$ cat config.mk
export PLATFORM = sky130hd
export DESIGN_NAME = min_max_gap_tracker_flat
export DESIGN_NICKNAME = d
export VERILOG_FILES = /design/src/mmgt_pkg.sv /design/src/mmgt_if.sv /design/src/mmgt_store.sv /design/src/mmgt_gap_unit.sv /design/src/min_max_gap_tracker.sv /design/src/flat_wrapper.sv
export SDC_FILE = /design/constraint.sdc
export NUM_CORES = 2
export LEC_CHECK = 0
export BUFFER_PORTS_ARGS = -buffer_cell sky130_fd_sc_hd__buf_4
export CAP_MARGIN = 20
export CORE_MARGIN = 2
export CORE_UTILIZATION = 50
export CTS_CLUSTER_DIAMETER = 40
export CTS_CLUSTER_SIZE = 24
export DETAILED_ROUTE_END_ITERATION = 10
export PLACE_DENSITY = 0.66
export SKIP_CTS_REPAIR_TIMING = 1
export SLEW_MARGIN = 20
export SYNTH_ARGS = -nofsm -noshare
export SYNTH_HDL_FRONTEND = slang
export SYNTH_SLANG_ARGS = --single-unit
$ cat constraint.sdc
create_clock -name clock -period 8.8 [get_ports clock]
set_input_delay 1.32 -clock clock [delete_from_list [all_inputs] [get_ports clock]]
set_output_delay 1.32 -clock clock [all_outputs]
set_load 0.05 [all_outputs]
$ cat src/mmgt_pkg.sv
// Shared constants, types and state codes for the min/max gap tracker.
package mmgt_pkg;

   localparam int STORE_DEPTH = 64;
   localparam int IDX_W = (STORE_DEPTH > 1) ? $clog2(STORE_DEPTH) : 1;
   localparam int CNT_W = $clog2(STORE_DEPTH + 1);
   localparam int CAP_W = 7;
   localparam int LIM_W = (CNT_W > CAP_W) ? CNT_W : CAP_W;
   localparam int VAL_W = 32;
   localparam int GAP_W = 33;
   localparam logic [CAP_W-1:0] CAP_RESET = 7'd64;

   localparam logic STATUS_STORED = 1'b0;
   localparam logic STATUS_FULL = 1'b1;

   // Sequencer states, one-hot
   typedef enum logic [3:0] {
      ST_IDLE   = 4'b0001,
      ST_WALK   = 4'b0010,
      ST_COMMIT = 4'b0100,
      ST_FINISH = 4'b1000
   } seq_state_type;

   // Store port controls from the sequencer
   typedef struct packed {
      logic             rd_en;
      logic [IDX_W-1:0] rd_addr;
      logic             wr_en;
      logic [IDX_W-1:0] wr_addr;
   } store_ctl_type;

endpackage

$ cat src/mmgt_if.sv
// Valid/ready channel interfaces for the request and response sides.
interface mmgt_req_if;
   logic              valid;
   logic              ready;
   logic signed [31:0] value;

   modport source (output valid, output value, input ready);
   modport sink (input valid, input value, output ready);
endinterface

interface mmgt_rsp_if;
   logic        valid;
   logic        ready;
   logic        status;
   logic        span_valid;
   logic [31:0] shortest_span;
   logic [31:0] longest_span;

   modport source (output valid, output status, output span_valid,
                   output shortest_span, output longest_span, input ready);
   modport sink (input valid, input status, input span_valid,
                 input shortest_span, input longest_span, output ready);
endinterface

$ cat src/mmgt_store.sv
// Number store: one write port, one registered read port.
module mmgt_store
   import mmgt_pkg::*;
(
   input  logic                    clock,
   input  store_ctl_type           ctl,
   input  logic signed [VAL_W-1:0] wr_data,
   output logic signed [VAL_W-1:0] rd_data
);

   logic signed [VAL_W-1:0] mem [STORE_DEPTH];
   logic signed [VAL_W-1:0] rd_data_ff;

   // Write the new number
   always_ff @(posedge clock) begin
      if (ctl.wr_en) begin
         mem[ctl.wr_addr] <= wr_data;
      end
   end

   // Register the read data
   always_ff @(posedge clock) begin
      if (ctl.rd_en) begin
         rd_data_ff <= mem[ctl.rd_addr];
      end
   end

   assign rd_data = rd_data_ff;

endmodule

$ cat src/mmgt_gap_unit.sv
// Shared absolute-difference and compare unit that keeps the least gap.
module mmgt_gap_unit
   import mmgt_pkg::*;
(
   input  logic                    clock,
   input  logic                    reset,
   input  logic                    cmp_en,
   input  logic signed [VAL_W-1:0] new_value,
   input  logic signed [VAL_W-1:0] stored_value,
   output logic [GAP_W-1:0]        least_gap
);

   logic [GAP_W-1:0] gap_ff;
   logic [GAP_W-1:0] gap_in;
   logic [GAP_W-1:0] diff;
   logic [GAP_W-1:0] magnitude;

   // Form |new - stored| from a sign-extended difference
   always_comb begin
      diff = {new_value[VAL_W-1], new_value} - {stored_value[VAL_W-1], stored_value};
      magnitude = diff[GAP_W-1] ? (~diff + GAP_W'(1)) : diff;
      gap_in = gap_ff;
      if (cmp_en && (magnitude < gap_ff)) begin
         gap_in = magnitude;
      end
   end

   // Hold the running least gap
   always_ff @(posedge clock) begin
      if (reset) begin
         gap_ff <= '1;
      end else begin
         gap_ff <= gap_in;
      end
   end

   assign least_gap = gap_ff;

endmodule

$ cat src/min_max_gap_tracker.sv
// Top level: sequencer, extremes, capacity register and response register.
// A stored number walks every stored entry in ST_WALK (skipped for the first number), is
// written in ST_COMMIT and reported from ST_FINISH, which a response stall holds; a rejected
// number goes straight to ST_FINISH. No new number is taken until ST_IDLE is back. The walk
// reads each stored entry through the single read port into the shared gap unit.
// Reset (synchronous, active high): count 0, capacity 64, least gap all ones; RAM not cleared.
module min_max_gap_tracker
   import mmgt_pkg::*;
(
   input  logic             clock,
   input  logic             reset,
   mmgt_req_if.sink         req_bus,
   mmgt_rsp_if.source       rsp_bus,
   input  logic             csr_we,
   input  logic [CAP_W-1:0] csr_wdata
);

   seq_state_type           state_ff, state_in;
   logic [CAP_W-1:0]        capacity_ff;
   logic [CNT_W-1:0]        count_ff, count_in;
   logic [IDX_W-1:0]        rd_idx_ff, rd_idx_in;
   logic signed [VAL_W-1:0] value_ff, value_in;
   logic signed [VAL_W-1:0] least_ff, least_in;
   logic signed [VAL_W-1:0] greatest_ff, greatest_in;
   logic                    status_ff, status_in;
   logic                    cmp_en_ff;
   logic                    rsp_valid_ff, rsp_valid_in;
   logic                    rsp_status_ff, rsp_span_valid_ff;
   logic [31:0]             rsp_shortest_ff, rsp_longest_ff;
   logic                    req_xfer, rsp_free, room, last_read, load_rsp;
   logic [VAL_W:0]          span_diff;
   logic [GAP_W-1:0]        least_gap;
   logic signed [VAL_W-1:0] rd_data;
   store_ctl_type           store_ctl;

   mmgt_store u_store (
      .clock   (clock),
      .ctl     (store_ctl),
      .wr_data (value_ff),
      .rd_data (rd_data)
   );

   mmgt_gap_unit u_gap (
      .clock        (clock),
      .reset        (reset),
      .cmp_en       (cmp_en_ff),
      .new_value    (value_ff),
      .stored_value (rd_data),
      .least_gap    (least_gap)
   );

   assign req_bus.ready = (state_ff == ST_IDLE);
   assign req_xfer = req_bus.valid && req_bus.ready;
   assign rsp_free = !rsp_valid_ff || rsp_bus.ready;
   assign room = (LIM_W'(count_ff) < LIM_W'(capacity_ff)) &&
                 (count_ff < CNT_W'(STORE_DEPTH));
   assign last_read = (CNT_W'(rd_idx_ff) == CNT_W'(count_ff - CNT_W'(1)));
   assign load_rsp = (state_ff == ST_FINISH) && rsp_free;
   assign span_diff = {greatest_ff[VAL_W-1], greatest_ff} - {least_ff[VAL_W-1], least_ff};

   // Drive the store ports
   always_comb begin
      store_ctl.rd_en = (state_ff == ST_WALK);
      store_ctl.rd_addr = rd_idx_ff;
      store_ctl.wr_en = (state_ff == ST_COMMIT);
      store_ctl.wr_addr = count_ff[IDX_W-1:0];
   end

   // Sequence one number: walk the store (when not empty), commit, then deliver; a rejected number is only delivered
   always_comb begin
      state_in = state_ff;
      count_in = count_ff;
      rd_idx_in = rd_idx_ff;
      value_in = value_ff;
      least_in = least_ff;
      greatest_in = greatest_ff;
      status_in = status_ff;
      unique case (state_ff)
         ST_IDLE: begin
            if (req_xfer) begin
               value_in = req_bus.value;
               rd_idx_in = '0;
               if (!room) begin
                  status_in = STATUS_FULL;
                  state_in = ST_FINISH;
               end else begin
                  status_in = STATUS_STORED;
                  state_in = (count_ff == '0) ? ST_COMMIT : ST_WALK;
               end
            end
         end
         ST_WALK: begin
            rd_idx_in = rd_idx_ff + IDX_W'(1);
            if (last_read) begin
               state_in = ST_COMMIT;
            end
         end
         ST_COMMIT: begin
            if (count_ff == '0) begin
               least_in = value_ff;
               greatest_in = value_ff;
            end else begin
               if (value_ff < least_ff) begin
                  least_in = value_ff;
               end
               if (value_ff > greatest_ff) begin
                  greatest_in = value_ff;
               end
            end
            count_in = count_ff + CNT_W'(1);
            state_in = ST_FINISH;
         end
         ST_FINISH: begin
            if (rsp_free) begin
               state_in = ST_IDLE;
            end
         end
         default: begin
            state_in = ST_IDLE;
         end
      endcase
   end

   // Advance control state
   always_ff @(posedge clock) begin
      if (reset) begin
         state_ff <= ST_IDLE;
         count_ff <= '0;
         least_ff <= '0;
         greatest_ff <= '0;
         cmp_en_ff <= 1'b0;
         capacity_ff <= CAP_RESET;
      end else begin
         state_ff <= state_in;
         count_ff <= count_in;
         least_ff <= least_in;
         greatest_ff <= greatest_in;
         cmp_en_ff <= (state_ff == ST_WALK);
         if (csr_we) begin
            capacity_ff <= csr_wdata;
         end
      end
   end

   // Hold the working payload
   always_ff @(posedge clock) begin
      rd_idx_ff <= rd_idx_in;
      value_ff <= value_in;
      status_ff <= status_in;
   end

   // Hold the result until its transfer
   always_comb begin
      rsp_valid_in = rsp_valid_ff;
      if (load_rsp) begin
         rsp_valid_in = 1'b1;
      end else if (rsp_bus.ready) begin
         rsp_valid_in = 1'b0;
      end
   end

   always_ff @(posedge clock) begin
      if (reset) begin
         rsp_valid_ff <= 1'b0;
      end else begin
         rsp_valid_ff <= rsp_valid_in;
      end
   end

   always_ff @(posedge clock) begin
      if (load_rsp) begin
         rsp_status_ff <= status_ff;
         if (count_ff >= CNT_W'(2)) begin
            rsp_span_valid_ff <= 1'b1;
            rsp_shortest_ff <= least_gap[31:0];
            rsp_longest_ff <= span_diff[31:0];
         end else begin
            rsp_span_valid_ff <= 1'b0;
            rsp_shortest_ff <= '0;
            rsp_longest_ff <= '0;
         end
      end
   end

   assign rsp_bus.valid = rsp_valid_ff;
   assign rsp_bus.status = rsp_status_ff;
   assign rsp_bus.span_valid = rsp_span_valid_ff;
   assign rsp_bus.shortest_span = rsp_shortest_ff;
   assign rsp_bus.longest_span = rsp_longest_ff;

endmodule

$ cat src/flat_wrapper.sv
// flat-port wrapper written by rule: the top's interface ports become plain ports
module min_max_gap_tracker_flat import mmgt_pkg::*;
  (clock, reset, csr_we, csr_wdata, req_bus_valid, req_bus_value, req_bus_ready, rsp_bus_valid, rsp_bus_status, rsp_bus_span_valid, rsp_bus_shortest_span, rsp_bus_longest_span, rsp_bus_ready);
  mmgt_req_if req_bus_i ();
  mmgt_rsp_if rsp_bus_i ();
  input  logic clock;
  input  logic reset;
  input  logic csr_we;
  input  logic [CAP_W-1:0] csr_wdata;
  input wire logic [$bits(req_bus_i.valid)-1:0] req_bus_valid;
  input wire logic [$bits(req_bus_i.value)-1:0] req_bus_value;
  output wire logic [$bits(req_bus_i.ready)-1:0] req_bus_ready;
  output wire logic [$bits(rsp_bus_i.valid)-1:0] rsp_bus_valid;
  output wire logic [$bits(rsp_bus_i.status)-1:0] rsp_bus_status;
  output wire logic [$bits(rsp_bus_i.span_valid)-1:0] rsp_bus_span_valid;
  output wire logic [$bits(rsp_bus_i.shortest_span)-1:0] rsp_bus_shortest_span;
  output wire logic [$bits(rsp_bus_i.longest_span)-1:0] rsp_bus_longest_span;
  input wire logic [$bits(rsp_bus_i.ready)-1:0] rsp_bus_ready;
  assign req_bus_i.valid = req_bus_valid;
  assign req_bus_i.value = req_bus_value;
  assign req_bus_ready = req_bus_i.ready;
  assign rsp_bus_valid = rsp_bus_i.valid;
  assign rsp_bus_status = rsp_bus_i.status;
  assign rsp_bus_span_valid = rsp_bus_i.span_valid;
  assign rsp_bus_shortest_span = rsp_bus_i.shortest_span;
  assign rsp_bus_longest_span = rsp_bus_i.longest_span;
  assign rsp_bus_i.ready = rsp_bus_ready;
  min_max_gap_tracker u_core (.clock(clock), .reset(reset), .req_bus(req_bus_i), .rsp_bus(rsp_bus_i), .csr_we(csr_we), .csr_wdata(csr_wdata));
endmodule
After elaboration in Yosys (flattened, before gate mapping)

Memories as Yosys holds them, arrays and structs flattened. A register that Yosys moved wholly into a read port is not among the register bits.
Index checks and enable logic that the tools add are counted.
W data, S select, Z words.

Memories: 1
Word-level logic and storage cells: 72
Register bits after elaboration: 222
Output and inout bits: 68
RAM bits: 2048
Bits of input ports: 44

Memory list:

| memory             | depth | width | read ports | clocked after Yosys merged registers in | wr ports | line             | RTL |
|---|---|---|---|---|---|---|---|
| u_core.u_store.mem | 64    | 32    | 1          | 1                                       | 1        | mmgt_store.sv:11 | `logic signed [VAL_W-1:0] mem [STORE_DEPTH];` |

Add/sub/neg operators: 6
Equal/unequal tests: 8
$lt $le $gt $ge: 6
Reduce and logical (&&, ||, !) cells: 16
Mux-type cells: 19
Bitwise logic cells: 1

Operator list:

| cell                    | count |
|---|---|
| $mux W32                | 4 |
| $add A33 B1 Y33 const B | 1 |
| $lt A33 B33 Y1          | 1 |
| $mux W33                | 1 |
| $not A33 Y33            | 1 |
| $sub A32 B32 Y33        | 1 |
| $gt A32 B32 Y1          | 1 |
| $lt A32 B32 Y1          | 1 |
| $sub A32 B32 Y32        | 1 |
| $mux W4                 | 4 |
| $pmux W4 S4             | 1 |
| $pmux W6 S2             | 1 |
| $reduce_and A2 Y1       | 4 |
| $reduce_bool A2 Y1      | 4 |
| $add A7 B1 Y7 const B   | 1 |
| $eq A6 B7 Y1            | 1 |
| $ge A7 B2 Y1 const B    | 1 |
| $logic_not A7 Y1        | 1 |
| $lt A7 B7 Y1            | 1 |
| $lt A7 B7 Y1 const B    | 1 |
| $sub A7 B1 Y7 const B   | 1 |
| $add A6 B1 Y6 const B   | 1 |
| $mux W1                 | 6 |
| $mux W6                 | 1 |
| 11 further kinds        | 15 |

Longest topological paths before layout

Depth in word-level cells: 6
Depth in mapped cells: 28
Depth with buffers taken out: 25

Modules after synthesis

A second synthesis with hierarchy kept.

Cell total of the unflattened synthesis: 5020
Area total of the unflattened synthesis: 94267.9 µm²

Modules (own cells, without submodules):

| module              | times used | sequential area each (µm²) | area an instance (µm²) | cells each |
|---|---|---|---|---|
| mmgt_store          | 1          | 62459.9                    | 78835.6                | 3324 |
| min_max_gap_tracker | 1          | 4834.6                     | 10327.4                | 1005 |
| mmgt_gap_unit       | 1          | 660.6                      | 5104.9                 | 691 |

Worst setup path before layout

No wires, ideal clock.

Path kind: flip-flop to flip-flop
From: register u_core.value_ff[0]
To: register u_core.u_gap.gap_ff[28] (netlist: u_core.u_gap.least_gap[28])
Path buffers: 3
Library setup time: 120 ps
Path slack: 2151 ps
Data required time: 8680 ps
Stages on the path, launching flop included: 28
Period minus slack after synthesis: 6649 ps
Arrival time: 6529 ps
Cells stage by stage: edfxtp_1 > inv_1 > ha_1 > fa_1 > and2b_1 > o311ai_4 > o21a_1 > o21ai_0 > a31oi_1 > o211ai_1 > a31oi_1 > nor2_1 > clkbuf_1 > a21o_1 > xnor2_1 > ha_1 > a21o_1 > a21o_1 > a21o_1 > a21o_1 > a21o_1 > a21o_1 > a21oi_1 > a21o_1 > clkbuf_1 > nand2_1 > clkbuf_1 > o31a_1

Word-level cells in the longest chain between the ends: 6

Ends and longest elaborated chain:

| element                              | line                       | RTL |
|---|---|---|
| from (decl)                          | min_max_gap_tracker.sv:22  | `logic signed [VAL_W-1:0] value_ff, value_in;` |
| from (signal assigned)               | min_max_gap_tracker.sv:148 | `value_ff <= value_in;` |
| $sub A32 B32 Y33 *                   | mmgt_gap_unit.sv:20        | `diff = {new_value[VAL_W-1], new_value} - {stored_value[VAL_W-1], stored_value};` |
| $not A33 Y33                         | mmgt_gap_unit.sv:21        | `magnitude = diff[GAP_W-1] ? (~diff + GAP_W'(1)) : diff;` |
| $add A33 B1 Y33                      | mmgt_gap_unit.sv:21        |  |
| $mux W33 *                           | mmgt_gap_unit.sv:21        |  |
| named net u_core.u_gap.magnitude[10] | mmgt_gap_unit.sv:16        | `logic [GAP_W-1:0] magnitude;` |
| $lt A33 B33 Y1 *                     | mmgt_gap_unit.sv:23        | `if (cmp_en && (magnitude < gap_ff)) begin` |
| $logic_and A1 B1 Y1 *                | mmgt_gap_unit.sv:23        |  |
| to (signal assigned)                 | mmgt_gap_unit.sv:33        | `gap_ff <= gap_in;` |
| to (decl)                            | mmgt_gap_unit.sv:13        | `logic [GAP_W-1:0] gap_ff;` |

The timed path passes the listed nets; every way through them passes the cells marked *.
A chain may end at the register's enable or synchronous reset.

Final worst setup path

From: register u_core.value_ff[1]
To: register u_core.u_gap.gap_ff[30] (netlist: u_core.u_gap.least_gap[30])

Same word-level chain as after synthesis.

==> flow_summary.json <==
{
  "status": "complete, no violations",
  "rr_startpoint": "u_core.value_ff[1]",
  "slew_headroom_pct": 25.8,
  "clk_path_buf_depth": 4,
  "io_pins": 112,
  "timing_worst_slew_pin_value_ns": 1.11,
  "synth_cell_type_count": 74,
  "hold_path_class": "reg -> reg",
  "main_synth_ff_type": "edfxtp_1",
  "cp-start-kind": "flip-flop",
  "tritoncts.num_buffers": 312,
  "finalHoldViolCount": 0,
  "post_drt_via_cell_ratio": 6.32,
  "placed_area_mm2": 0.0984,
  "groute.usage.overall_pct": 26.6,
  "grt.overflow.total": 0,
  "cts.sinks": 2302,
  "r2r_setup_slack_ns": 2.11,
  "globalRouteMet1Util_pct": 38.1,
  "grt_antenna_before_repair": 23,
  "synthesis.yosys.warnings": 0,
  "netSwitchingPower_mw": 8.61,
  "max_cap_violations": 0,
  "critPathArrivalTime_ns": 7.46,
  "num-nets-final": 5206,
  "drt_iter0_drc": 6470,
  "synth_enable_flop_cells": 2185,
  "fp.dieW_um": 437,
  "synthesis.area_per_instance_um2": 20.1,
  "h-tree-depth": 5,
  "route.final.wire_length_mm": 253,
  "grtUsageMet3_pct": 6.70,
  "multi_input_gate_area_in_the_final_layout_mm2": 0.0247,
  "ant_nets": 0,
  "setup_tns_ns": 0,
  "wl_per_instance_um": 32.8,
  "powerDensity_mw_per_mm2": 283,
  "layout_cell_share_with_drive_strength_beyond_1_pct": 29.4,
  "dr_total_vias": 48800,
  "crit_path_end_kind": "flip-flop",
  "finClkSkew_ns": 0.103,
  "design_area_mm2": 0.109,
  "crit_start": "u_core.value_ff[1]",
  "largest_net_degree_at_the_start_of_global_routing": 129,
  "timing_worst_setup_path_type": "reg -> reg",
  "seq_power_share_pct": 41.2,
  "floorplan.rows": 158,
  "flow.area_growth_from_synthesis_pct": 16.0,
  "initial_core_util_pct": 50.4,
  "synth_sequential_area_ratio_pct": 72.6,
  "grt_setup_unrepaired": "false",
  "clkLatencyLatePin_ns": 0.98,
  "synthArstFlopShare_pct": 0,
  "port_buffers": 111,
  "hp-start": "u_core.status_ff",
  "grt_first_pass_wirelength_mm": 358,
  "final-seq-area_mm2": 0.0680,
  "combinationalPowerShare_pct": 18.6,
  "worst_ep_required_time_ns": 9.57,
  "synthesis.nets": 4876,
  "final_period_utilization_pct": 76.0,
  "firstDrtPassIters": 7,
  "fillCellCount": 13400,
  "dp.final_hpwl_mm": 144,
  "ir_worst_vdd_mv": 0.184,
  "final-max-slew-violation-count": 0,
  "total_leakage_power_nw": 36.1,
  "die-area_mm2": 0.191,
  "synthCells": 4662,
  "netlist_area_mm2": 0.0937,
  "drcViolationCount": 0,
  "cp_max_fo": 67,
  "clock_tree_from_tritoncts": "done",
  "post-route-min-period_ns": 6.69,
  "grt_pass1_vias": 48100,
  "max_clock_freq_mhz": 149,
  "clk_pin_slew_ns": 0.06,
  "yosys_register_bits": 2302,
  "die_height_um": 437,
  "grt_busiest_layer": "met2",
  "internal_power_mw": 22.1,
  "placeableCoreArea_mm2": 0.186,
  "setup_violations": 0,
  "clkPwrFrac_pct": 40.2,
  "switching_part_of_the_total_power_pct": 28.0,
  "cts_root_buf": "clkbuf_16",
  "gpl_congestion": 0.900,
  "grtUsageMet2_pct": 40.7
}
[worst max-delay path: stages, from the launching register on]
cell      delay (ns)
edfxtp_1        0.34
buf_4           0.56
ha_1            0.25
nand2b_1        0.07
a21o_1          0.26
a211oi_1        0.48
o21a_1          0.24
o22ai_1         0.10
nor4_1          0.28
or4b_1          0.68
o32ai_1         0.38
xor2_1          0.29
ha_1            0.30
a21o_1          0.16
a21o_1          0.17
a21o_1          0.17
a21o_1          0.17
a21o_1          0.17
a21o_1          0.18
a21oi_2         0.15
nand2_1         0.64
o31a_1          0.51
[synth_stat cells (5+ instances only)]
cell type | count | share of area, %
ha_1 | 168 | 2.2
nor3_1 | 23 | 0.12
o32ai_1 | 5 | 0.047
and2_1 | 7 | 0.047
and3_1 | 43 | 0.29
a21o_1 | 77 | 0.62
a211o_1 | 5 | 0.047
or3_1 | 12 | 0.080
a311o_1 | 17 | 0.18
buf_2 | 5 | 0.027
a31oi_1 | 14 | 0.094
xor2_1 | 45 | 0.42
nor2b_1 | 18 | 0.12
nand4_1 | 21 | 0.14
a211oi_1 | 11 | 0.088
o22ai_1 | 7 | 0.047
a41o_1 | 33 | 0.35
nand3b_1 | 7 | 0.056
nand3_1 | 26 | 0.14
o21a_1 | 51 | 0.41
mux2i_1 | 14 | 0.15
o21ai_0 | 61 | 0.33
dfxtp_1 | 117 | 2.5
mux4_2 | 672 | 16
nor4_1 | 6 | 0.040
edfxtp_1 | 2185 | 70
inv_1 | 160 | 0.64
xnor2_1 | 47 | 0.44
clkbuf_1 | 185 | 0.74
a21boi_0 | 39 | 0.31
o211ai_1 | 8 | 0.064
nor2_1 | 199 | 0.80
a21oi_1 | 125 | 0.67
nand2_1 | 100 | 0.40
nand2b_1 | 15 | 0.10
or2_2 | 12 | 0.080
o31ai_1 | 6 | 0.048
buf_1 | 46 | 0.18
[power groups by stage]
stage | Sequential, mW | Combinational (mW) | Clock (mW)
after floorplan | 13.1 | 3.34 | 0
after global placement | 12.9 | 5.63 | 0
after detailed placement | 12.9 | 5.68 | 0
after CTS | 12.7 | 5.70 | 12.5
after global routing | 12.7 | 6.04 | 12.9
final | 12.7 | 5.71 | 12.4
[final timing paths]
kind,endpoint,cells after the start
min,u_core.rsp_bus.status,0
max,u_core.u_gap.least_gap[30],21
max reg2reg,u_core.u_gap.least_gap[30],21
min reg2reg,u_core.rsp_bus.status,0
[sequential cells by signal (all words and copies together) (netlist names)]
signal and count:
u_core.u_store.mem 2048, u_core.capacity_ff 7, u_core.value_ff 32, u_core.u_gap.least_gap 33, u_core.rd_idx_ff 6, u_core.rsp_bus.span_valid 1, u_core.least_ff 32, u_core.status_ff 1
u_core.u_store.rd_data 32, u_core.rsp_bus.shortest_span 32, u_core.count_ff 7, u_core.rsp_bus.valid 1, u_core.cmp_en_ff 1, u_core.rsp_bus.status 1, u_core.greatest_ff 32, u_core.state_ff 4
u_core.rsp_bus.longest_span 32
[area by class of cell]
cell class | instances | area share, %
clock buffers | 340 | 7.40
multi-input cells | 1963 | 22.8
well taps | 2480 | 2.86
inverters | 160 | 0.561
flip-flops and latches | 2302 | 62.5
diodes | 11 | 0.0253
repair buffers | 253 | 1.85
clock inverters | 211 | 2.01
[stage by stage]
step	total power [mW]	hold slack [ns]	util (%)	std cells	setup WS, ns
floorplan	16.5	0.400	-	4662	2.15
detailed placement	18.6	0.405	53.0	7158	2.17
CTS	30.9	0.422	58.5	7709	2.17
global placement	18.5	0.404	53.0	7157	2.26
finish	30.7	0.425	58.5	7720	2.11
global route	31.6	0.448	58.5	7709	1.70
[per-layer routing]
layer	wire [um]	up-vias	share of wire, %
li1	-	20000	-
met4	8180	10	3.2
met5	48	-	0.019
met1	100000	25700	40
met3	27300	446	11
met2	117000	2559	46
[cells by family (layout without fill, tap and decap cells)]
logic type	Yosys count	count (layout)	share of synthesized area, %
compound gates	507	507	3.77
xor+xnor	92	92	0.860
fa+ha+maj	170	170	2.29
buf+inv	397	964	1.60
flops	2302	2302	72.6
mux	686	686	16.3
other cells	0	11	0
simple gates	508	508	2.61
[layout by cell type, fill, tap and decap left out, drive strengths merged, types with 11 or more instances in the layout]
cell | Yosys | routed
nor2b | 18 | 18
nand2 | 100 | 100
a311o | 17 | 17
and3 | 43 | 43
xor2 | 45 | 45
nor3 | 23 | 23
a211oi | 13 | 13
edfxtp | 2185 | 2185
a31oi | 14 | 14
diode | 0 | 11
o21ai | 64 | 64
xnor2 | 47 | 47
mux4 | 672 | 672
or3 | 12 | 12
bufinv | 0 | 20
a21boi | 40 | 40
buf | 52 | 253
or2 | 12 | 12
nor2 | 199 | 199
clkbuf | 185 | 340
nand4 | 21 | 21
mux2i | 14 | 14
dfxtp | 117 | 117
nand2b | 15 | 15
a21oi | 127 | 127
a41o | 33 | 33
inv | 160 | 248
ha | 168 | 168
clkinvlp | 0 | 29
a21o | 77 | 77
clkinv | 0 | 74
nand3 | 26 | 26
o21a | 51 | 51
Power figures use the tool's default switching activity.
